File: config.mk
export PLATFORM = sky130hd
export DESIGN_NAME = preamble_length_frame_receiver
export DESIGN_NICKNAME = d
export VERILOG_FILES = /design/src/rtl/core/frx_pkg.sv /design/src/rtl/core/frx_in_stage.sv /design/src/rtl/core/frx_decode.sv /design/src/rtl/core/preamble_length_frame_receiver.sv
export SDC_FILE = /design/constraint.sdc
export NUM_CORES = 1
export LEC_CHECK = 0
export BUFFER_PORTS_ARGS = -buffer_cell sky130_fd_sc_hd__buf_2
export CORE_MARGIN = 2
export CORE_UTILIZATION = 60
export DETAILED_ROUTE_END_ITERATION = 7
export MAX_ROUTING_LAYER = met4
export PLACE_DENSITY = 0.82
export SYNTH_ARGS = -nofsm -noshare
export SYNTH_HDL_FRONTEND = slang
export SYNTH_SLANG_ARGS = --single-unit
File: constraint.sdc
create_clock -name clk -period 8.05 [get_ports clk]
set_input_delay 0 -clock clk [delete_from_list [all_inputs] [get_ports clk]]
set_output_delay 0 -clock clk [all_outputs]
set_load 0.02 [all_outputs]
File: src/rtl/core/frx_pkg.sv
// Shared types and constants for the preamble-synchronized frame receiver.
// No dependencies; imported by every module under rtl/core.
package frx_pkg;

  localparam int unsigned BUF_BYTES = 128;
  localparam int unsigned SYNC_LEN  = 4;
  localparam logic [7:0]  SYNC_BYTE = 8'h02;
  localparam logic [2:0]  CRC_BYTES = 3'd4;

  typedef enum logic [2:0] {
    KIND_IGNORED  = 3'd0,
    KIND_PREAMBLE = 3'd1,
    KIND_COMMAND  = 3'd2,
    KIND_ID       = 3'd3,
    KIND_LENGTH   = 3'd4,
    KIND_DATA     = 3'd5,
    KIND_CRC      = 3'd6
  } frx_kind_t;

  typedef enum logic [1:0] {
    ERR_NONE     = 2'd0,
    ERR_INVALID  = 2'd1,
    ERR_OVERFLOW = 2'd2
  } frx_err_t;

  // Input register contents handed to the decode stage.
  typedef struct packed {
    logic       vld;
    logic [7:0] rx_byte;
  } frx_beat_t;

  // One labeled result beat.
  typedef struct packed {
    logic [7:0] byte_value;
    logic [7:0] frame_position;
    frx_kind_t  byte_kind;
    logic       frame_done;
    frx_err_t   error_code;
  } frx_result_t;

endpackage

File: src/rtl/core/frx_in_stage.sv
// Input register of the frame receiver: captures one byte per beat.
// Depends on frx_pkg; advanced by the decode stage in frx_decode.
module frx_in_stage (
  input  logic             clk,
  input  logic             rst_n,
  input  logic             in_valid,
  output logic             in_stall,
  input  logic [7:0]       in_rx_byte,
  input  logic             adv,
  output frx_pkg::frx_beat_t beat
);
  import frx_pkg::*;

  logic       vld_r;
  logic [7:0] byte_r;
  logic       load;

  // take a new beat when empty or when the held beat moves on this cycle
  assign load     = !vld_r || adv;
  assign in_stall = !load;

  always_ff @(posedge clk) begin
    if (!rst_n) begin
      vld_r <= 1'b0;
    end else if (load) begin
      vld_r <= in_valid;
    end
  end

  always_ff @(posedge clk) begin
    if (load && in_valid) begin
      byte_r <= in_rx_byte;
    end
  end

  assign beat.vld     = vld_r;
  assign beat.rx_byte = byte_r;

endmodule

File: src/rtl/core/frx_decode.sv
// Frame state, per-byte labeling and the result register.
// Depends on frx_pkg; fed by frx_in_stage.
module frx_decode (
  input  logic               clk,
  input  logic               rst_n,
  input  frx_pkg::frx_beat_t beat,
  input  logic [7:0]         max_command,
  output logic               adv,
  output logic               out_valid,
  input  logic               out_stall,
  output frx_pkg::frx_result_t res
);
  import frx_pkg::*;

  typedef enum logic [2:0] {
    PH_HUNT = 3'd0,
    PH_CMD  = 3'd1,
    PH_ID   = 3'd2,
    PH_LEN  = 3'd3,
    PH_DATA = 3'd4,
    PH_CRC  = 3'd5
  } phase_t;

  logic [7:0]  win_r [SYNC_LEN];
  logic [7:0]  win_nxt [SYNC_LEN];
  phase_t      phase_r, phase_nxt;
  logic [7:0]  off_r, off_nxt;
  logic [7:0]  dl_r, dl_nxt;
  logic [2:0]  cl_r, cl_nxt;
  logic        out_vld_r;
  frx_result_t res_r, res_nxt;
  logic        sync_hit;
  logic        framed;
  logic        hunt;
  logic [8:0]  off_inc;
  logic [7:0]  b;

  assign b   = beat.rx_byte;
  assign adv = beat.vld && (!out_vld_r || !out_stall);

  always_comb begin
    for (int i = 0; i < SYNC_LEN - 1; i++) begin
      win_nxt[i] = win_r[i + 1];
    end
    win_nxt[SYNC_LEN - 1] = b;
    sync_hit = 1'b1;
    for (int i = 0; i < SYNC_LEN; i++) begin
      if (win_nxt[i] != SYNC_BYTE) sync_hit = 1'b0;
    end

    phase_nxt              = phase_r;
    off_nxt                = off_r;
    dl_nxt                 = dl_r;
    cl_nxt                 = cl_r;
    framed                 = 1'b0;
    hunt                   = 1'b0;
    off_inc                = {1'b0, off_r} + 9'd1;
    res_nxt.byte_value     = b;
    res_nxt.frame_position = 8'd0;
    res_nxt.byte_kind      = KIND_IGNORED;
    res_nxt.frame_done     = 1'b0;
    res_nxt.error_code     = ERR_NONE;

    if (sync_hit) begin
      hunt              = 1'b1;
      res_nxt.byte_kind = KIND_PREAMBLE;
    end else begin
      res_nxt.frame_position = off_r;
      framed                 = 1'b1;
      case (phase_r)
        PH_CMD: begin
          res_nxt.byte_kind = KIND_COMMAND;
          if (b == 8'd0 || b >= max_command) begin
            res_nxt.error_code = ERR_INVALID;
            hunt               = 1'b1;
            framed             = 1'b0;
          end else begin
            phase_nxt = PH_ID;
          end
        end
        PH_ID: begin
          res_nxt.byte_kind = KIND_ID;
          phase_nxt         = PH_LEN;
        end
        PH_LEN: begin
          res_nxt.byte_kind = KIND_LENGTH;
          dl_nxt            = b;
          cl_nxt            = CRC_BYTES;
          phase_nxt         = (b != 8'd0) ? PH_DATA : PH_CRC;
        end
        PH_DATA: begin
          res_nxt.byte_kind = KIND_DATA;
          if (dl_r <= 8'd1) begin
            dl_nxt    = 8'd0;
            phase_nxt = PH_CRC;
          end else begin
            dl_nxt = dl_r - 8'd1;
          end
        end
        PH_CRC: begin
          res_nxt.byte_kind = KIND_CRC;
          if (cl_r <= 3'd1) begin
            cl_nxt             = 3'd0;
            res_nxt.frame_done = 1'b1;
            hunt               = 1'b1;
            framed             = 1'b0;
          end else begin
            cl_nxt = cl_r - 3'd1;
          end
        end
        default: begin
          phase_nxt              = PH_HUNT;
          res_nxt.frame_position = 8'd0;
          framed                 = 1'b0;
        end
      endcase

      if (framed) begin
        if (off_inc >= 9'(BUF_BYTES)) begin
          res_nxt.error_code = ERR_OVERFLOW;
          hunt               = 1'b1;
        end else begin
          off_nxt = off_inc[7:0];
        end
      end
    end

    // drop the window and offset; a preamble reopens at the command byte
    if (hunt) begin
      for (int i = 0; i < SYNC_LEN; i++) begin
        win_nxt[i] = 8'd0;
      end
      off_nxt   = 8'd0;
      phase_nxt = sync_hit ? PH_CMD : PH_HUNT;
    end
  end

  always_ff @(posedge clk) begin
    if (!rst_n) begin
      for (int i = 0; i < SYNC_LEN; i++) begin
        win_r[i] <= 8'd0;
      end
      phase_r   <= PH_HUNT;
      off_r     <= 8'd0;
      dl_r      <= 8'd0;
      cl_r      <= 3'd0;
      out_vld_r <= 1'b0;
    end else begin
      if (adv) begin
        win_r     <= win_nxt;
        phase_r   <= phase_nxt;
        off_r     <= off_nxt;
        dl_r      <= dl_nxt;
        cl_r      <= cl_nxt;
        out_vld_r <= 1'b1;
      end else if (!out_stall) begin
        out_vld_r <= 1'b0;
      end
    end
  end

  always_ff @(posedge clk) begin
    if (adv) begin
      res_r <= res_nxt;
    end
  end

  assign out_valid = out_vld_r;
  assign res       = res_r;

  a_done_is_crc : assert property (@(posedge clk) disable iff (!rst_n)
    out_vld_r && res_r.frame_done |-> res_r.byte_kind == KIND_CRC)
    else $error("frame_done on a non-CRC beat");

  a_invalid_is_cmd : assert property (@(posedge clk) disable iff (!rst_n)
    out_vld_r && res_r.error_code == ERR_INVALID |-> res_r.byte_kind == KIND_COMMAND)
    else $error("invalid-command error on a non-command beat");

  a_off_in_buf : assert property (@(posedge clk) disable iff (!rst_n)
    {1'b0, off_r} < 9'(BUF_BYTES))
    else $error("frame offset reached buffer size");

  a_done_hunts : assert property (@(posedge clk) disable iff (!rst_n)
    $past(rst_n) && $past(adv) && $past(res_nxt.frame_done)
    |-> phase_r == PH_HUNT && off_r == 8'd0 && win_r[SYNC_LEN - 1] == 8'd0)
    else $error("state not cleared after last CRC byte");

  a_preamble_cmd : assert property (@(posedge clk) disable iff (!rst_n)
    $past(rst_n) && $past(adv) && $past(sync_hit)
    |-> phase_r == PH_CMD && off_r == 8'd0)
    else $error("preamble did not open a frame");

endmodule

File: src/rtl/core/preamble_length_frame_receiver.sv
// Top level of the preamble-synchronized, length-prefixed frame receiver.
// Depends on frx_pkg, frx_in_stage and frx_decode.
//
// Usage:
//   Input channel in_valid / in_stall / in_rx_byte carries one received byte
//   per beat. The output channel out_valid / out_stall carries one labeled
//   beat per input beat: the echoed byte, its offset in the frame, its kind
//   (ignored, preamble, command, id, length, data, crc), frame_done and an
//   error code (invalid command, buffer overflow abort).
//   Four 0x02 bytes in a row open a new frame at any time.
//   cfg_we / cfg_wdata write max_command; write it only while idle.
// Timing:
//   Throughput is one beat per cycle while out_stall is low. A beat is held
//   in the input register, then passes the decode logic into the result
//   register. Frame state updates in the same cycle the result register loads.
// Reset:
//   rst_n (synchronous, active low) empties both registers, clears the sync
//   window and returns to hunting; max_command resets to 255.
// Stall:
//   out_stall holds a valid result register; the input register takes one
//   more beat only if empty, then in_stall rises until the result moves on.
module preamble_length_frame_receiver (
  input  logic       clk,
  input  logic       rst_n,
  input  logic       in_valid,
  output logic       in_stall,
  input  logic [7:0] in_rx_byte,
  output logic       out_valid,
  input  logic       out_stall,
  output logic [7:0] out_byte_value,
  output logic [7:0] out_frame_position,
  output logic [2:0] out_byte_kind,
  output logic       out_frame_done,
  output logic [1:0] out_error_code,
  input  logic       cfg_we,
  input  logic [7:0] cfg_wdata
);
  import frx_pkg::*;

  logic [7:0]  max_cmd_r;
  frx_beat_t   beat;
  frx_result_t res;
  logic        adv;

  always_ff @(posedge clk) begin
    if (!rst_n) begin
      max_cmd_r <= 8'hFF;
    end else if (cfg_we) begin
      max_cmd_r <= cfg_wdata;
    end
  end

  frx_in_stage u_in (
    .clk        (clk),
    .rst_n      (rst_n),
    .in_valid   (in_valid),
    .in_stall   (in_stall),
    .in_rx_byte (in_rx_byte),
    .adv        (adv),
    .beat       (beat)
  );

  frx_decode u_dec (
    .clk         (clk),
    .rst_n       (rst_n),
    .beat        (beat),
    .max_command (max_cmd_r),
    .adv         (adv),
    .out_valid   (out_valid),
    .out_stall   (out_stall),
    .res         (res)
  );

  assign out_byte_value     = res.byte_value;
  assign out_frame_position = res.frame_position;
  assign out_byte_kind      = res.byte_kind;
  assign out_frame_done     = res.frame_done;
  assign out_error_code     = res.error_code;

endmodule
After elaboration in Yosys (flattened, before gate mapping)
Cells that the tools add are included.
- bits in registers: 86
- $add $sub $neg: 3
- $lt $le $gt $ge: 4
- equality and inequality tests: 15
- mux-type cells: 37
- bitwise operators: 3
- reductions and logical operators: 22
- operators with widths (operator ; number):
    8-bit two-way mux ; 5
    8-bit by 2-bit inequality test with 1-bit output, second input constant ; 4
    3-bit case mux with 5 select lines ; 2
    24-bit two-way mux ; 1
    1-bit two-way mux ; 18
    8-bit case mux with 2 select lines ; 1
    3-bit two-way mux ; 5
    8-bit by 1-bit adder with 9-bit output, second input constant ; 1
    9-bit by 8-bit >= comparator with 1-bit output, second input constant ; 1
    8-bit >= comparator ; 1
    8-bit by 1-bit <= comparator with 1-bit output, second input constant ; 1
    8-bit logical NOT ; 1
    8-bit nonzero test ; 1
    8-bit by 1-bit subtractor with 8-bit output, second input constant ; 1
    3-bit by 2-bit == test with 1-bit output, second input constant ; 2
    3-bit == test, second input constant ; 2
    2-bit by 1-bit inequality test with 1-bit output, second input constant ; 3
    3-bit case mux with 2 select lines ; 1
    3-bit AND reduction ; 2
    2-bit nonzero test ; 3
    5-bit AND reduction ; 1
    5-bit OR reduction ; 1
    1-bit logical NOT ; 4
    2-bit two-way mux ; 2
    14 further kinds ; 20

Depth between registers and ports, before layout
- depth in word-level cells: 10
- depth in mapped cells: 12
- gate-level depth less buffers: 9

Hierarchy
A second synthesis with hierarchy kept.
- cell total of the unflattened synthesis: 359
- area, all modules: 3831.2 um2
- modules (own cells, without submodules) (module ; instances ; cells each ; area an instance (um2) ; seq. area each (um2)):
    frx_decode ; 1 ; 320 ; 3250.6 ; 1601.5
    frx_in_stage ; 1 ; 13 ; 295.3 ; 260.2
    preamble_length_frame_receiver ; 1 ; 26 ; 285.3 ; 160.2

Worst setup path before layout
No wires, ideal clock.
- kind: register to register
- from: reg u_in.byte_r[4]
- to: reg u_dec.win_r[16] (netlist bit)
- library setup time: 0.117 ns
- arrival time: 2.520 ns
- data required time: 7.933 ns
- setup slack: 5.413 ns
- cell stages (with the launch flop): 10
- buffers on the path: 2
- period minus slack after synthesis: 2.637 ns
- cell sequence: edfxtp_1 > or4_1 > or4_4 > nor4_4 > nor2_2 > and2_1 > and2_1 > buf_6 > buf_6 > a22o_1
- word-level cells in the longest chain between the ends: 8
- elaborated cells on any way between the ends: 14
- ends and longest elaborated chain (what ; RTL line ; text):
    from (decl) ; frx_in_stage.sv:15 ; logic [7:0] byte_r;
    from (signal assigned) ; frx_in_stage.sv:32 ; byte_r <= in_rx_byte;
    8-bit >= comparator or 8-bit logical NOT (tied branches) ; frx_decode.sv:73 ; if (b == 8'd0 || b >= max_command) begin
    1-bit logical OR ; frx_decode.sv:73 ;
    1-bit two-way mux ; frx_decode.sv:73 ;
    1-bit case mux with 3 select lines or 1-bit case mux with 2 select lines (tied branches) ; frx_decode.sv:70 ; case (phase_r)
    1-bit two-way mux, on equally long branches ; frx_decode.sv:64, frx_decode.sv:119 ;
    1-bit two-way mux ; frx_decode.sv:118 ; if (framed) begin
    1-bit two-way mux * ; frx_decode.sv:64 ; if (sync_hit) begin
    24-bit two-way mux * ; frx_decode.sv:129 ; if (hunt) begin
    to (signal assigned) ; frx_decode.sv:150 ; win_r <= win_nxt;
    to (decl) ; frx_decode.sv:24 ; logic [7:0] win_r [SYNC_LEN];
Mark *: on every way between the ends. The rest lies on a longest branch, timed or not. The select of a mux whose other input is x is not followed.
A chain may end at the register's enable or synchronous reset.

Worst setup path after layout
- from: reg u_in.byte_r[4]
- to: reg u_dec.phase_r[2]
- word-level cells in the longest chain between the ends: 9
- elaborated cells on any way between the ends: 19
- ends and longest elaborated chain (what ; RTL line ; text):
    8-bit >= comparator or 8-bit logical NOT (tied branches) ; frx_decode.sv:73 ;
    1-bit logical OR ; frx_decode.sv:73 ;
    1-bit two-way mux ; frx_decode.sv:73 ;
    1-bit case mux with 3 select lines or 1-bit case mux with 2 select lines (tied branches) ; frx_decode.sv:70 ;
    1-bit two-way mux, on equally long branches ; frx_decode.sv:64, frx_decode.sv:119 ;
    1-bit two-way mux ; frx_decode.sv:118 ;
    1-bit two-way mux ; frx_decode.sv:64 ;
    3-bit by 1-bit inequality test with 1-bit output (no source line), or another cell as far along ; n/a ;
    5-bit AND reduction (no source line) ; n/a ;
    to (signal assigned) ; frx_decode.sv:151 ; phase_r <= phase_nxt;
    to (decl) ; frx_decode.sv:26 ; phase_t phase_r, phase_nxt;
Several ways; a longest one is shown, not always the timed one. The select of a mux whose other input is x is not followed.

==> metrics <==
FF-to-FF Start=u_in.byte_r[4]$_DFFE_PP_; WHS Endpoint=max_cmd_r[7]$_SDFFE_PN1P_; critical path's top delay family=simple AND/OR/NAND/NOR gates; Max VDD drop=0.000142 V; Clock Path Buffers=2; RSZ-0062 raised after global routing=false; dpl hpwl=5330 um; Fillers=400; Critical Path RT=8.30 ns; WL/cell=17.4 um; status=completed; initial antenna violation count=0; cell row count=28; grt ovf=0; Remaining DRCs=0; syn avg cell area=10.5 um^2; TritonRoute pass-1 iters=5; Starting Density=63.1%; final hold violation count=0; final setup vio count=0; min-delay worst type=input port to register; clk_lat worst skew=0.37 ns; hold path cells=2; share of Yosys cell area claimed by the top area cell type=29.6%; Rel. slew slack=33.5%; minimum clock period=3.38 ns; Crit Path Category=register to register; Worst path slowest cell=nor4_4; vias=3015; cell area after synthesis=3780 um^2; Post CTS Setup Buffer Count=0; Ant. Diodes=0; Max stage delay on crit path=0.61 ns; drt total wl=8570 um; sequential area share after synthesis=53.5%; leak pwr=1.84 nW; Reg area=2020 um^2; min-delay src=cfg_we; pin count of the biggest net entering global routing=38; I/O Pins=45; CP arrival=3.63 ns; DR vias/cell=6.12; FF-to-FF path depth=7; Total Die Area=6950 um^2; Inserted Clock Buffers=9; total power=879 uW; setup_tns=0 ns; Critical path buffers and inverters=0; max_cap viols=0; Worst Setup End Kind=register; Syn Inst Count=360; ys flop type=dfxtp_1; layout cell share with drive strength beyond 1=15.8%; area of the multi-input gates=1600 um^2; leading area contributor after synthesis=dfxtp_1; fmax=296 MHz; core area=5990 um^2; flop2flop setup slack=4.67 ns; part of the cycle the worst path needs=42.0%; max-slew violation count=0; area delta synth->final=16.6%; die extent in x=83.4 um; clock slew at reported path FFs=0.08 ns; worst reg2reg path endpoint=u_dec.phase_r[2]$_SDFFE_PN0P_; CTS tree=built; Synth Warn #=0; top cells by area, synth=dfxtp_1 30%, edfxtp_1 24%, a22o_1 6.0%; clock sink count=86; Iter 0 DRT Violations=227; Die Y=83.4 um; number of global-route vias before repair=2854; Nets=447; number of enable-type register cells in the synthesized netlist=30; pin slew with the least headroom to its limit=0.997 ns; crit-path most repeated cell=and2_1; Worst Setup Start Kind=register; CP Cell Sequence=or4_1, or4_4, nor4_4, nor2_2, and2_1, and2_1, a221o_1; Buffers on Ports=44; DP Worst Slack=4.73 ns; ANT nets after route=0; Yosys cell types=53; PwrDens=199 nW/um^2; Tot GR Track Use=26.6%; H-tree levels=3; global-route wire length before repair=14100 um; maximum fanout along the worst path=24; Post-Syn Nets=394; register bit count reported by yosys=86; Setup Skew=0.0103 ns; Routability Congestion=0.845; asr flop ratio synth=0%; worst setup margin=4.67 ns; clk root buf=clkbuf_8
-- how the worst max path moves through the flow --
stage | from | endpoint | slack [ns] | cells past startpoint
after floorplan | u_in.byte_r[4]$_DFFE_PP_ | u_dec.win_r[16]$_SDFFE_PN0P_ | 5.41 | 9
after global placement | u_in.byte_r[4]$_DFFE_PP_ | u_dec.phase_r[2]$_SDFFE_PN0P_ | 4.78 | 7
after detailed placement | u_in.byte_r[4]$_DFFE_PP_ | u_dec.phase_r[2]$_SDFFE_PN0P_ | 4.73 | 7
after CTS | u_in.byte_r[5]$_DFFE_PP_ | u_dec.phase_r[2]$_SDFFE_PN0P_ | 4.69 | 7
after global routing | u_in.byte_r[4]$_DFFE_PP_ | u_dec.phase_r[2]$_SDFFE_PN0P_ | 4.45 | 7
final | u_in.byte_r[4]$_DFFE_PP_ | u_dec.phase_r[2]$_SDFFE_PN0P_ | 4.67 | 7
-- final cells by class --
| cell class | count | area share (%) |
|---|---|---|
| clock inverter | 2 | 0.369 |
| multi-input combinational | 238 | 36.3 |
| timing repair buffer | 62 | 9.08 |
| tap | 75 | 2.13 |
| inverter | 16 | 1.36 |
| sequential | 86 | 45.9 |
| clock buffer | 14 | 4.91 |
-- synth_stat cells (3+ instances only) --
cell type and n:
xor2_1 3, clkbuf_1 15, a21oi_1 13, o31ai_1 3, and3_1 7, nand3_1 14, nor3_1 5, inv_1 16
dfxtp_1 56, ha_1 13, o21a_1 3, nand4_1 4, buf_6 3, and2_1 11, o21ai_0 12, a21o_1 3
nand2b_1 3, edfxtp_1 30, nor2_1 22, nor4_1 3, o211ai_1 11, a211oi_1 3, a22o_1 26, nand2_1 30
mux2i_1 4, o41ai_1 3, nor2b_1 9
-- report_power, final --
part	internal, mW	switching (mW)	total [mW]
clock	0.178	0.157	0.335
sequential	0.464	0.0110	0.475
combinational	0.0286	0.0400	0.0686
-- through the flow --
stage | utilization, % | instance area (um^2) | cells | hold slack (ns)
after detailed placement | 66.7 | 4000 | 459 | 0.181
after global placement | 66.7 | 4000 | 459 | 0.179
after CTS | 73.6 | 4410 | 493 | 0.00798
after floorplan | - | 3780 | 360 | 0.0989
final | 73.6 | 4410 | 493 | 0.0337
after global routing | 73.6 | 4410 | 493 | 0.0454
-- layer usage --
layer  global-route usage [%]  part of all wire (%)
met5                        -                     0
met2                     41.1                    48
met1                     33.9                    43
met4                     9.09                   2.5
met3                     7.26                   6.9
-- worst register-to-register path, delay by kind of cell, from the launching register on --
family / cells / cell delay, ns
AO/OA/AOI/OAI: 1 / 0.47
flip-flops: 1 / 0.46
AND/OR/NAND/NOR: 6 / 2.35
-- registers in the layout, summed over array words and instances, names as in the netlist --
| signal | count |
|---|---|
| u_dec.win_r | 24 |
| u_dec.res | 22 |
| max_cmd_r | 8 |
| u_dec.dl_r | 8 |
| u_dec.off_r | 8 |
| u_in.byte_r | 8 |
| u_dec.cl_r | 3 |
| u_dec.phase_r | 3 |
| u_dec.out_valid | 1 |
| u_in.vld_r | 1 |
-- kinds of logic after synthesis --
kind of cell	synth area share (%)
buf+inv	4.20
compound gates	19.0
mux	1.06
flops	53.5
fa+ha+maj	4.30
xor+xnor	0.927
simple gates	17.0
-- cells in the final DEF, fill, tap and decap left out, drive strengths merged, types with 4 or more instances in the layout --
master and n:
dfxtp 56, buf 44, nand2 30, edfxtp 30
a22o 26, nor2 23, dlygate4sd3 18, inv 17
nand3 14, clkbuf 14, a21oi 13, ha 13
o21ai 12, o211ai 11, and2 11, nor2b 9
and3 7, nor3 5, nand4 4, mux2i 4
nor4 4
-- what timing repair did --
action / in CTS / in global routing
hold buffers: 18 / 0
gates resized for setup: 0 / 0
endpoints found under the hold margin: 18 / 0
(Power assumes the default switching activity.)
